--- config.mk ---
export PLATFORM = sky130hd
export DESIGN_NAME = tec_drive_output_controller_top
export DESIGN_NICKNAME = d
export VERILOG_FILES = /design/src/rtl/tdoc_pkg.sv /design/src/rtl/tec_drive_output_controller_top.sv /design/src/rtl/tdoc_div.sv /design/src/rtl/tdoc_seq.sv
export SDC_FILE = /design/constraint.sdc
export NUM_CORES = 2
export LEC_CHECK = 0
export ABC_AREA = 1
export BUFFER_PORTS_ARGS = -buffer_cell sky130_fd_sc_hd__buf_2
export CAP_MARGIN = 15
export CELL_PAD_IN_SITES_DETAIL_PLACEMENT = 0
export CELL_PAD_IN_SITES_GLOBAL_PLACEMENT = 1
export CORE_ASPECT_RATIO = 1.75
export CORE_MARGIN = 2
export CORE_UTILIZATION = 43
export CTS_BUF_LIST = sky130_fd_sc_hd__clkbuf_16
export DETAILED_ROUTE_END_ITERATION = 16
export PLACE_DENSITY_LB_ADDON = 0.1
export SLEW_MARGIN = 20
export SYNTH_ARGS = -nofsm -noshare
export SYNTH_HDL_FRONTEND = slang
export SYNTH_HIERARCHICAL = 1
export SYNTH_SLANG_ARGS = --single-unit
--- constraint.sdc ---
create_clock -name clk -period 5.5 [get_ports clk]
set_input_delay 0.825 -clock clk [delete_from_list [all_inputs] [get_ports clk]]
set_output_delay 0.825 -clock clk [all_outputs]
set_load 0.05 [all_outputs]
--- src/rtl/tdoc_pkg.sv ---
// Shared types and constants of the TEC drive output controller.
`timescale 1ns / 1ps
package tdoc_pkg;

  // Configuration port geometry
  localparam int TDOC_CFG_IW = 3;
  localparam int TDOC_CFG_DW = 17;

  // Serial divider geometry
  localparam int TDOC_DVD_W = 32;
  localparam int TDOC_DSR_W = 16;

  // Register indexes
  localparam logic [TDOC_CFG_IW-1:0] CFG_PERIOD     = 3'd0;
  localparam logic [TDOC_CFG_IW-1:0] CFG_CMD_LIMIT  = 3'd1;
  localparam logic [TDOC_CFG_IW-1:0] CFG_DAC_VREF   = 3'd2;
  localparam logic [TDOC_CFG_IW-1:0] CFG_DAC_FS     = 3'd3;
  localparam logic [TDOC_CFG_IW-1:0] CFG_SAFE_VSET  = 3'd4;
  localparam logic [TDOC_CFG_IW-1:0] CFG_ADC_VREF   = 3'd5;
  localparam logic [TDOC_CFG_IW-1:0] CFG_ADC_FS     = 3'd6;
  localparam logic [TDOC_CFG_IW-1:0] CFG_AVG_SAMPLES = 3'd7;

  // Command codes
  localparam logic [2:0] MODE_INIT     = 3'd0;
  localparam logic [2:0] MODE_ENABLE   = 3'd1;
  localparam logic [2:0] MODE_DISABLE  = 3'd2;
  localparam logic [2:0] MODE_SETPOINT = 3'd3;
  localparam logic [2:0] MODE_PWM      = 3'd4;
  localparam logic [2:0] MODE_SAMPLE   = 3'd5;

  // Drive state codes
  localparam logic [1:0] ST_OFF   = 2'd0;
  localparam logic [1:0] ST_READY = 2'd1;
  localparam logic [1:0] ST_RUN   = 2'd2;
  localparam logic [1:0] ST_FAULT = 2'd3;

  // Permille scale of the PWM command
  localparam logic [TDOC_DSR_W-1:0] TDOC_PERMILLE = 16'd1000;

  // Period saturation limits
  localparam logic [16:0] PERIOD_MIN = 17'd2;
  localparam logic [16:0] PERIOD_MAX = 17'd65536;

  typedef struct packed {
    logic [16:0] pwm_period;
    logic [9:0]  command_limit_permille;
    logic [15:0] dac_vref_mv;
    logic [15:0] dac_full_scale;
    logic [15:0] safe_vset_mv;
    logic [15:0] adc_vref_mv;
    logic [15:0] adc_full_scale;
    logic [7:0]  average_samples;
  } tdoc_cfg_t;

  typedef struct packed {
    logic [2:0]         mode;
    logic [15:0]        setpoint_mv;
    logic signed [15:0] command_permille;
    logic [15:0]        adc_code;
    logic               hw_error;
  } tdoc_req_t;

  typedef struct packed {
    logic [1:0]  hw_state;
    logic        output_on;
    logic [15:0] dac_code;
    logic [15:0] pwm_compare;
    logic [15:0] average_mv;
    logic        average_valid;
  } tdoc_rsp_t;

endpackage

--- src/rtl/tec_drive_output_controller_top.sv ---
// Top level of the TEC drive output controller: configuration registers and sequencer.
`timescale 1ns / 1ps
// Usage:
//   Requests enter on in_valid/in_stall/in_data, one command each (init, enable,
//   disable, setpoint, PWM command, ADC sample). Each request yields exactly one
//   result on out_valid/out_stall/out_data carrying drive state, output enable,
//   DAC code, compare value and, for samples, the completed average.
//   Configuration is written through cfg_wr_en/cfg_index/cfg_wdata, one register
//   per cycle; the user must write it only while no request is in flight, as
//   the block itself does not enforce this. A command without arithmetic goes
//   from decode straight to the result step; one that needs a DAC code, a compare
//   value or a sample conversion passes through multiply, add and the serial
//   divider, and a sample that completes an average uses the divider a second
//   time; the next request is taken once the previous one leaves the sequencer.
//   One request is processed at a time; in_stall stays high meanwhile.
//   Reset (rst_n low, synchronous) sets the drive state to off, clears DAC code,
//   compare value and sample accumulation, and loads the default configuration.
//   A result waiting under out_stall is held; the next request may still be
//   accepted and runs until its own result is ready, then waits for the register.
module tec_drive_output_controller_top (
  input  logic                             clk,
  input  logic                             rst_n,
  input  logic                             cfg_wr_en,
  input  logic [tdoc_pkg::TDOC_CFG_IW-1:0] cfg_index,
  input  logic [tdoc_pkg::TDOC_CFG_DW-1:0] cfg_wdata,
  input  logic                             in_valid,
  output logic                             in_stall,
  input  tdoc_pkg::tdoc_req_t              in_data,
  output logic                             out_valid,
  input  logic                             out_stall,
  output tdoc_pkg::tdoc_rsp_t              out_data
);
  import tdoc_pkg::*;

  tdoc_cfg_t cfg_r;

  // Write configuration registers
  always_ff @(posedge clk) begin
    if (!rst_n) begin
      cfg_r.pwm_period             <= 17'd1000;
      cfg_r.command_limit_permille <= 10'd950;
      cfg_r.dac_vref_mv            <= 16'd3300;
      cfg_r.dac_full_scale         <= 16'd4095;
      cfg_r.safe_vset_mv           <= 16'd0;
      cfg_r.adc_vref_mv            <= 16'd3300;
      cfg_r.adc_full_scale         <= 16'd4095;
      cfg_r.average_samples        <= 8'd8;
    end else if (cfg_wr_en) begin
      unique case (cfg_index)
        CFG_PERIOD:      cfg_r.pwm_period             <= cfg_wdata;
        CFG_CMD_LIMIT:   cfg_r.command_limit_permille <= cfg_wdata[9:0];
        CFG_DAC_VREF:    cfg_r.dac_vref_mv            <= cfg_wdata[15:0];
        CFG_DAC_FS:      cfg_r.dac_full_scale         <= cfg_wdata[15:0];
        CFG_SAFE_VSET:   cfg_r.safe_vset_mv           <= cfg_wdata[15:0];
        CFG_ADC_VREF:    cfg_r.adc_vref_mv            <= cfg_wdata[15:0];
        CFG_ADC_FS:      cfg_r.adc_full_scale         <= cfg_wdata[15:0];
        CFG_AVG_SAMPLES: cfg_r.average_samples        <= cfg_wdata[7:0];
      endcase
    end
  end

  tdoc_seq u_seq (
    .clk       (clk),
    .rst_n     (rst_n),
    .cfg       (cfg_r),
    .in_valid  (in_valid),
    .in_stall  (in_stall),
    .in_data   (in_data),
    .out_valid (out_valid),
    .out_stall (out_stall),
    .out_data  (out_data)
  );

endmodule

--- src/rtl/tdoc_div.sv ---
// Restoring serial divider, one quotient bit per cycle.
`timescale 1ns / 1ps
module tdoc_div (
  input  logic                            clk,
  input  logic                            rst_n,
  input  logic                            start,
  input  logic [tdoc_pkg::TDOC_DVD_W-1:0] dividend,
  input  logic [tdoc_pkg::TDOC_DSR_W-1:0] divisor,
  output logic [tdoc_pkg::TDOC_DVD_W-1:0] quotient,
  output logic                            done
);
  import tdoc_pkg::*;

  localparam int CW = $clog2(TDOC_DVD_W);
  localparam logic [CW-1:0] LAST = CW'(TDOC_DVD_W - 1);

  logic                  busy_r;
  logic                  done_r;
  logic [CW-1:0]         cnt_r;
  logic [TDOC_DSR_W-1:0] rem_r;
  logic [TDOC_DSR_W-1:0] dsr_r;
  logic [TDOC_DVD_W-1:0] quo_r;

  logic [TDOC_DSR_W:0]   shifted;
  logic                  fits;
  logic [TDOC_DSR_W:0]   diff;

  // Shift in the next dividend bit and trial-subtract
  always_comb begin
    shifted = {rem_r, quo_r[TDOC_DVD_W-1]};
    fits    = shifted >= {1'b0, dsr_r};
    diff    = shifted - {1'b0, dsr_r};
  end

  // Advance one bit per cycle while busy
  always_ff @(posedge clk) begin
    if (!rst_n) begin
      busy_r <= 1'b0;
      done_r <= 1'b0;
      cnt_r  <= '0;
    end else begin
      done_r <= 1'b0;
      if (start) begin
        busy_r <= 1'b1;
        cnt_r  <= '0;
      end else if (busy_r) begin
        cnt_r <= cnt_r + CW'(1);
        if (cnt_r == LAST) begin
          busy_r <= 1'b0;
          done_r <= 1'b1;
        end
      end
    end
  end

  // Datapath registers
  always_ff @(posedge clk) begin
    if (start) begin
      quo_r <= dividend;
      rem_r <= '0;
      dsr_r <= divisor;
    end else if (busy_r) begin
      quo_r <= {quo_r[TDOC_DVD_W-2:0], fits};
      rem_r <= fits ? diff[TDOC_DSR_W-1:0] : shifted[TDOC_DSR_W-1:0];
    end
  end

  assign quotient = quo_r;
  assign done     = done_r;

endmodule

--- src/rtl/tdoc_seq.sv ---
// Command sequencer: decode, shared multiplier, divider steps and result register.
`timescale 1ns / 1ps
module tdoc_seq (
  input  logic                clk,
  input  logic                rst_n,
  input  tdoc_pkg::tdoc_cfg_t cfg,
  input  logic                in_valid,
  output logic                in_stall,
  input  tdoc_pkg::tdoc_req_t in_data,
  output logic                out_valid,
  input  logic                out_stall,
  output tdoc_pkg::tdoc_rsp_t out_data
);
  import tdoc_pkg::*;

  typedef enum logic [2:0] {
    S_IDLE, S_DEC, S_MUL, S_ADD, S_GO, S_WAIT, S_DONE
  } seq_state_t;

  typedef enum logic [1:0] {OP_NONE, OP_DAC, OP_PWM, OP_ADC} op_t;

  seq_state_t state_r;
  op_t        op_r;
  tdoc_req_t  item_r;
  tdoc_rsp_t  out_r;
  logic       out_valid_r;

  // Architectural state
  logic [1:0]  drv_st_r;
  logic [15:0] dac_r;
  logic [15:0] cmp_r;
  logic        run_r;
  logic [23:0] sum_r;
  logic [7:0]  cnt_r;
  logic [15:0] avg_r;
  logic        avg_vld_r;
  logic        avg_phase_r;
  logic        pwm_neg_r;

  // Shared arithmetic operands
  logic [15:0]           a_r;
  logic [15:0]           b_r;
  logic [15:0]           add_r;
  logic [31:0]           prod_r;
  logic [TDOC_DVD_W-1:0] dvd_r;
  logic [TDOC_DSR_W-1:0] dsr_r;

  logic                  div_start;
  logic                  div_done;
  logic [TDOC_DVD_W-1:0] quo;

  // Effective configuration values
  logic [16:0] eff_p;
  logic [15:0] center;
  logic [15:0] p_m1;
  logic [15:0] dac_vref_eff;
  logic [15:0] adc_fs_eff;
  logic [7:0]  n_eff;

  // Decode outputs
  op_t         dec_op;
  logic [1:0]  dec_st;
  logic        dec_run;
  logic        dec_center;
  logic        dec_clr;
  logic        dec_zero_avg;
  logic        fault;
  logic        err;
  logic [15:0] dac_mv;
  logic [15:0] dac_lim;
  logic [15:0] code_lim;
  logic [15:0] dec_a;
  logic [15:0] dec_b;
  logic [15:0] dec_add;
  logic [15:0] dec_dsr;

  // PWM command clamp
  logic signed [16:0] lim_s;
  logic signed [16:0] cmd_s;
  logic signed [16:0] cmd_c;
  logic [16:0]        cmd_abs;

  // Post-division results
  logic [17:0] cmp_wide;
  logic [15:0] cmp_clamped;
  logic [23:0] sum_nxt;
  logic [7:0]  cnt_nxt;

  // Saturate period and guard zero divisors
  always_comb begin
    if (cfg.pwm_period < PERIOD_MIN) begin
      eff_p = PERIOD_MIN;
    end else if (cfg.pwm_period > PERIOD_MAX) begin
      eff_p = PERIOD_MAX;
    end else begin
      eff_p = cfg.pwm_period;
    end
    center       = eff_p[16:1];
    p_m1         = 16'(eff_p - 17'd1);
    dac_vref_eff = (cfg.dac_vref_mv == '0) ? 16'd1 : cfg.dac_vref_mv;
    adc_fs_eff   = (cfg.adc_full_scale == '0) ? 16'd1 : cfg.adc_full_scale;
    n_eff        = (cfg.average_samples == '0) ? 8'd1 : cfg.average_samples;
  end

  // Decode the command against the current drive state
  always_comb begin
    fault        = (drv_st_r == ST_FAULT);
    err          = item_r.hw_error;
    dec_op       = OP_NONE;
    dec_st       = drv_st_r;
    dec_run      = run_r;
    dec_center   = 1'b0;
    dec_clr      = 1'b0;
    dec_zero_avg = 1'b0;
    dac_mv       = cfg.safe_vset_mv;
    unique case (item_r.mode)
      MODE_INIT: begin
        dec_center = 1'b1;
        dec_run    = 1'b0;
        dec_clr    = 1'b1;
        dec_op     = OP_DAC;
        dec_st     = err ? ST_FAULT : ST_READY;
      end
      MODE_ENABLE: begin
        if (!fault && drv_st_r != ST_RUN) begin
          dec_center = 1'b1;
          if (err) begin
            dec_run = 1'b0;
            dec_st  = ST_FAULT;
            dec_clr = 1'b1;
            dec_op  = OP_DAC;
          end else begin
            dec_run = 1'b1;
            dec_st  = ST_RUN;
          end
        end
      end
      MODE_DISABLE: begin
        dec_center = 1'b1;
        dec_run    = 1'b0;
        dec_op     = OP_DAC;
        dec_st     = (fault || err) ? ST_FAULT : ST_OFF;
        dec_clr    = err;
      end
      MODE_SETPOINT: begin
        if (!fault) begin
          dec_op = OP_DAC;
          if (err) begin
            dec_st  = ST_FAULT;
            dec_run = 1'b0;
            dec_clr = 1'b1;
          end else begin
            dac_mv = item_r.setpoint_mv;
          end
        end
      end
      MODE_PWM: begin
        if (!fault) begin
          dec_op = OP_PWM;
        end
      end
      MODE_SAMPLE: begin
        if (fault || err) begin
          dec_zero_avg = 1'b1;
          dec_clr      = 1'b1;
          if (err) begin
            dec_run = 1'b0;
            dec_st  = ST_FAULT;
            dec_op  = OP_DAC;
          end
        end else begin
          dec_op = OP_ADC;
        end
      end
      default: begin
      end
    endcase
  end

  // Clamp inputs and choose operands for the shared multiplier and divider
  always_comb begin
    dac_lim  = (dac_mv > cfg.dac_vref_mv) ? cfg.dac_vref_mv : dac_mv;
    code_lim = (item_r.adc_code > cfg.adc_full_scale) ? cfg.adc_full_scale : item_r.adc_code;
    lim_s    = $signed({7'b0, cfg.command_limit_permille});
    cmd_s    = $signed({item_r.command_permille[15], item_r.command_permille});
    if (cmd_s > lim_s) begin
      cmd_c = lim_s;
    end else if (cmd_s < -lim_s) begin
      cmd_c = -lim_s;
    end else begin
      cmd_c = cmd_s;
    end
    cmd_abs = cmd_c[16] ? 17'(-cmd_c) : 17'(cmd_c);
    unique case (dec_op)
      OP_PWM: begin
        dec_a   = center;
        dec_b   = {6'b0, cmd_abs[9:0]};
        dec_add = '0;
        dec_dsr = TDOC_PERMILLE;
      end
      OP_ADC: begin
        dec_a   = code_lim;
        dec_b   = cfg.adc_vref_mv;
        dec_add = {1'b0, adc_fs_eff[15:1]};
        dec_dsr = adc_fs_eff;
      end
      default: begin
        dec_a   = dac_lim;
        dec_b   = cfg.dac_full_scale;
        dec_add = {1'b0, dac_vref_eff[15:1]};
        dec_dsr = dac_vref_eff;
      end
    endcase
  end

  // Finish the compare value and the running sum from the quotient
  always_comb begin
    cmp_wide = pwm_neg_r ? ({2'b0, center} - quo[17:0]) : ({2'b0, center} + quo[17:0]);
    // a negative offset that reaches or passes the center clamps to one
    if (pwm_neg_r && (quo[17:0] >= {2'b0, center})) begin
      cmp_clamped = 16'd1;
    end else if (cmp_wide > {2'b0, p_m1}) begin
      cmp_clamped = p_m1;
    end else begin
      cmp_clamped = cmp_wide[15:0];
    end
    sum_nxt = sum_r + quo[23:0];
    cnt_nxt = cnt_r + 8'd1;
  end

  assign div_start = (state_r == S_GO);

  tdoc_div u_div (
    .clk      (clk),
    .rst_n    (rst_n),
    .start    (div_start),
    .dividend (dvd_r),
    .divisor  (dsr_r),
    .quotient (quo),
    .done     (div_done)
  );

  // Sequencer, drive state and result register
  always_ff @(posedge clk) begin
    if (!rst_n) begin
      state_r     <= S_IDLE;
      op_r        <= OP_NONE;
      out_valid_r <= 1'b0;
      drv_st_r    <= ST_OFF;
      dac_r       <= '0;
      cmp_r       <= '0;
      run_r       <= 1'b0;
      sum_r       <= '0;
      cnt_r       <= '0;
      avg_r       <= '0;
      avg_vld_r   <= 1'b0;
      avg_phase_r <= 1'b0;
      pwm_neg_r   <= 1'b0;
    end else begin
      // drop a taken result unless a new one replaces it
      if (out_valid_r && !out_stall && state_r != S_DONE) begin
        out_valid_r <= 1'b0;
      end
      unique case (state_r)
        S_IDLE: begin
          if (in_valid) begin
            item_r  <= in_data;
            state_r <= S_DEC;
          end
        end
        S_DEC: begin
          op_r        <= dec_op;
          drv_st_r    <= dec_st;
          run_r       <= dec_run;
          avg_r       <= '0;
          avg_vld_r   <= dec_zero_avg;
          avg_phase_r <= 1'b0;
          pwm_neg_r   <= cmd_c[16];
          if (dec_center) begin
            cmp_r <= center;
          end
          if (dec_clr) begin
            sum_r <= '0;
            cnt_r <= '0;
          end
          a_r     <= dec_a;
          b_r     <= dec_b;
          add_r   <= dec_add;
          dsr_r   <= dec_dsr;
          state_r <= (dec_op == OP_NONE) ? S_DONE : S_MUL;
        end
        S_MUL: begin
          prod_r  <= a_r * b_r;
          state_r <= S_ADD;
        end
        S_ADD: begin
          dvd_r   <= prod_r + {16'b0, add_r};
          state_r <= S_GO;
        end
        S_GO: begin
          state_r <= S_WAIT;
        end
        S_WAIT: begin
          if (div_done) begin
            unique case (op_r)
              OP_PWM: begin
                cmp_r   <= cmp_clamped;
                state_r <= S_DONE;
              end
              OP_ADC: begin
                if (avg_phase_r) begin
                  avg_r     <= quo[15:0];
                  avg_vld_r <= 1'b1;
                  state_r   <= S_DONE;
                end else if (cnt_nxt >= n_eff) begin
                  // average complete: divide the sum by the sample count
                  dvd_r       <= {8'b0, sum_nxt} + {25'b0, n_eff[7:1]};
                  dsr_r       <= {8'b0, n_eff};
                  sum_r       <= '0;
                  cnt_r       <= '0;
                  avg_phase_r <= 1'b1;
                  state_r     <= S_GO;
                end else begin
                  sum_r   <= sum_nxt;
                  cnt_r   <= cnt_nxt;
                  state_r <= S_DONE;
                end
              end
              default: begin
                dac_r   <= (quo > {16'b0, cfg.dac_full_scale}) ? cfg.dac_full_scale : quo[15:0];
                state_r <= S_DONE;
              end
            endcase
          end
        end
        S_DONE: begin
          // hold until the result register is free
          if (!out_valid_r || !out_stall) begin
            out_r.hw_state      <= drv_st_r;
            out_r.output_on     <= run_r;
            out_r.dac_code      <= dac_r;
            out_r.pwm_compare   <= cmp_r;
            out_r.average_mv    <= avg_r;
            out_r.average_valid <= avg_vld_r;
            out_valid_r         <= 1'b1;
            state_r             <= S_IDLE;
          end
        end
        default: begin
          state_r <= S_IDLE;
        end
      endcase
    end
  end

  assign in_stall  = (state_r != S_IDLE);
  assign out_valid = out_valid_r;
  assign out_data  = out_r;

  a_busy_after_accept: assert property (@(posedge clk) disable iff (!rst_n)
    in_valid && !in_stall |=> in_stall)
    else $error("sequencer took a request but did not go busy");

  a_run_matches_state: assert property (@(posedge clk) disable iff (!rst_n)
    run_r == (drv_st_r == ST_RUN))
    else $error("output enable disagrees with drive state");

  a_done_in_wait: assert property (@(posedge clk) disable iff (!rst_n)
    div_done |-> state_r == S_WAIT)
    else $error("divider finished outside the wait step");

  a_avg_zero: assert property (@(posedge clk) disable iff (!rst_n)
    out_valid_r && !out_r.average_valid |-> out_r.average_mv == '0)
    else $error("average field nonzero without average_valid");

endmodule

==> summary.txt <==
Run status
  • Outcome: finished, violations left
  • Failing checks: setup timing

Critical path
  • Worst R2R Path Depth: 22
  • CP endpoint kind: register
  • Crit path max fanout: 8
  • Worst reg2reg path startpoint: u_seq/b_r[10]
  • Critical Path RT: 5.87 ns
  • Worst EP arrival: 5.89 ns
  • Worst Setup Path Type: register to register
  • Crit path from: u_seq/b_r[10]
  • Critical path launch point type: register

CTS
  • CTS buffer count: 53
  • CTS HTree Levels: 2
  • CTS tree: yes
  • Clock Latency Late Sink: 0.65 ns
  • # hold bufs at CTS: 0
  • Clock sink count: 509
  • Root Driver: clkbuf_16
  • Clock buffer depth: 3
  • Reg clk slew, reported paths: 0.06 ns

Floorplan
  • Initial core utilization: 0.433
  • Die ar.: 92,400 sq um
  • Chip Width: 231 um
  • Num rows: 145
  • Die height: 401 um
  • I/O Pins: 131
  • Core Footprint: 89,300 sq um

Routing
  • Wire per inst: 21.3 um
  • First DRT Iteration DRCs: 1,951
  • Total Wirelength: 139,000 um
  • Vias per inst: 5.21
  • Total number of vias: 34,097
  • Pre-antenna DRT Iters: 6
  • Final antenna-violating net count: 0
  • DRC Markers: 0

Finish
  • Layout cells sized above 1: 0.146
  • Commonest cells after routing, fill and taps aside: nand2_1, inv_1, nor2_1, nand3_1, edfxtp_1
  • Most common cell after layout, fill and taps aside: nand2_1
  • Syn-to-layout area delta: 16.5%
  • Fill count: 9,049
  • # nets final: 5,906

Timing
  • Minimum clock period: 5.52 ns
  • Unrepaired setup endpoints after global routing: yes
  • Clock skew: 0.0478 ns
  • Slew headroom: 0.306
  • Worst Max-Slew Pin Slew: 1.04 ns
  • Final hold vios: 0
  • Fmax: 181 MHz
  • Fin crit share: 1.00
  • Final setup fails: 2
  • Final Max Tran Viols: 0
  • Total negative slack: -0.0345 ns
  • Setup ws final: -0.0236 ns

GRT
  • Vias in the first global route: 34,563
  • Total gr overflow: 0
  • Pin count of the biggest net entering global routing: 76
  • First-pass GRT wire length: 207,000 um
  • Total track usage: 0.299
  • Initial antenna violation count: 2

Synth
  • Avg Inst Size Synth: 7.69 sq um
  • Adder-cell share of the synthesized area: 0.202
  • Post-Synth Simple-Gate Area: 0.245
  • Main combinational cell family by area after synthesis: simple AND/OR/NAND/NOR gates
  • Register area share after synthesis: 0.336
  • Synth Area in Compound Gates: 0.0911
  • Top_reg_cell synth: edfxtp_1
  • Synth Warn #: 6
  • Synthesized net count: 5,612
  • Number of enable flip-flop cells after synthesis: 279
  • Yosys reg bits: 509
  • Post-Synth XOR/XNOR Area: 0.0219
  • Async set or reset register ratio after synthesis: 0
  • Post-Synthesis Cells: 5,031
  • Mux share of post-synthesis cell area: 0.000259
  • Post-Syn Area: 38,700 sq um
  • Yosys cell types: 66

Placed design
  • Routability cong.: 0.956
  • IO buf count: 130
  • Final HPWL from detailed placement: 113,000 um
  • Dpl ws: -0.295 ns

Worst hold path
  • Worst min path class: primary input to register
  • Worst Hold Depth: 1
  • Worst Min Path Start: in_data[17]

Job
  • MaxCap Viol Count: 0
logic make-up (layout without fill, tap and decap cells):
| kind of cell | Yosys count | after routing |
|---|---|---|
| AO/OA/AOI/OAI | 635 | 635 |
| XOR/XNOR | 95 | 95 |
| adder cells (fa/ha/maj) | 504 | 504 |
| buffers and inverters | 1041 | 1378 |
| flip-flops | 509 | 509 |
| multiplexers | 1 | 1 |
| other | 0 | 2 |
| AND/OR/NAND/NOR | 2246 | 2246 |
cells in the mapped netlist (37+ instances only):
master / number / share of area
dfxtp_1: 230 / 0.12
fa_1: 200 / 0.10
xor2_1: 60 / 0.014
inv_1: 823 / 0.080
nand4_1: 37 / 0.0060
nand2_1: 1377 / 0.13
nor3_1: 45 / 0.0058
o21ai_0: 207 / 0.027
nand3_1: 315 / 0.041
clkbuf_1: 141 / 0.014
a21oi_1: 278 / 0.036
ha_1: 304 / 0.098
nor2_1: 343 / 0.033
edfxtp_1: 279 / 0.22
critical path, cell delays in order (launching register included):
cell and delay [ns]:
edfxtp_1 0.44, buf_6 0.15, buf_6 0.11, buf_6 0.12
nand2_1 0.05, inv_1 0.04, fa_1 0.46, fa_1 0.51
fa_2 0.58, inv_2 0.05, fa_1 0.57, fa_1 0.44
fa_1 0.50, inv_2 0.05, ha_4 0.27, a21oi_4 0.16
o21a_1 0.17, nand2_2 0.08, a21oi_4 0.16, o21ai_2 0.09
nand2_1 0.07, nand2_1 0.06, xor2_1 0.15
layout make-up:
type                            count  area, sq um  share of cell area
Timing Repair Buffer              434         3170              0.0703
Multi-Input combinational cell   3481        22400               0.498
Clock inverter                     45          469              0.0104
Sequential cell                   509        13000               0.288
Inverter                          846         3180              0.0706
Antenna cell                        2         5.00            0.000111
Tap cell                         1176         1470              0.0327
Clock buffer                       53         1330              0.0294
flip-flops by register name, indices dropped and copies added, names as in the netlist, 15 cells and up:
register and flops:
cfg_r 115, u_seq/out_data 52, u_seq/item_r 35, u_seq/dvd_r 32, u_seq/prod_r 32, u_seq/u_div/quotient 32, u_seq/sum_r 24, u_seq/a_r 16
u_seq/avg_r 16, u_seq/b_r 16, u_seq/cmd_s 16, u_seq/cmp_r 16, u_seq/dac_r 16, u_seq/dsr_r 16, u_seq/u_div/dsr_r 16, u_seq/u_div/rem_r 16
u_seq/add_r 15
repair_timing:
item                       CTS  global route
gates resized for setup    104           125
hold endpoints to repair     0             0
gates cloned                 1             0
pin swaps                  100            78
setup endpoints to repair   15            30
buffers inserted            40            12
metal layers:
layer,vias to the layer above,global-route usage,wire (um),part of all wire
met5,-,0,0,0
met3,354,0.0272,4700,0.034
met1,16295,0.296,47500,0.34
met2,821,0.582,76200,0.55
li1,16627,-,-,-
met4,0,0.199,11000,0.079
per-stage QoR:
stage	util	instance area, sq um	hold WS, ns	instances
2_1_floorplan	-	38800	0.400	5031
3_3_place_gp	0.470	42000	0.404	6397
3_5_place_dp	0.470	42000	0.405	6397
4_1_cts	0.499	44600	0.333	6536
5_1_grt	0.504	45000	0.345	6544
6_report	0.505	45000	0.359	6546
worst paths after layout:
path	slack (ns)	to
max	-0.02	u_seq/prod_r[29]
min	0.36	u_seq/cmd_s[0]
max reg2reg	-0.02	u_seq/prod_r[29]
min reg2reg	0.42	u_seq/u_div/dsr_r[10]
Power is left out: the tool's default activity adds up to more than one toggle a clock period on the data nets, which glitch-free logic cannot reach.
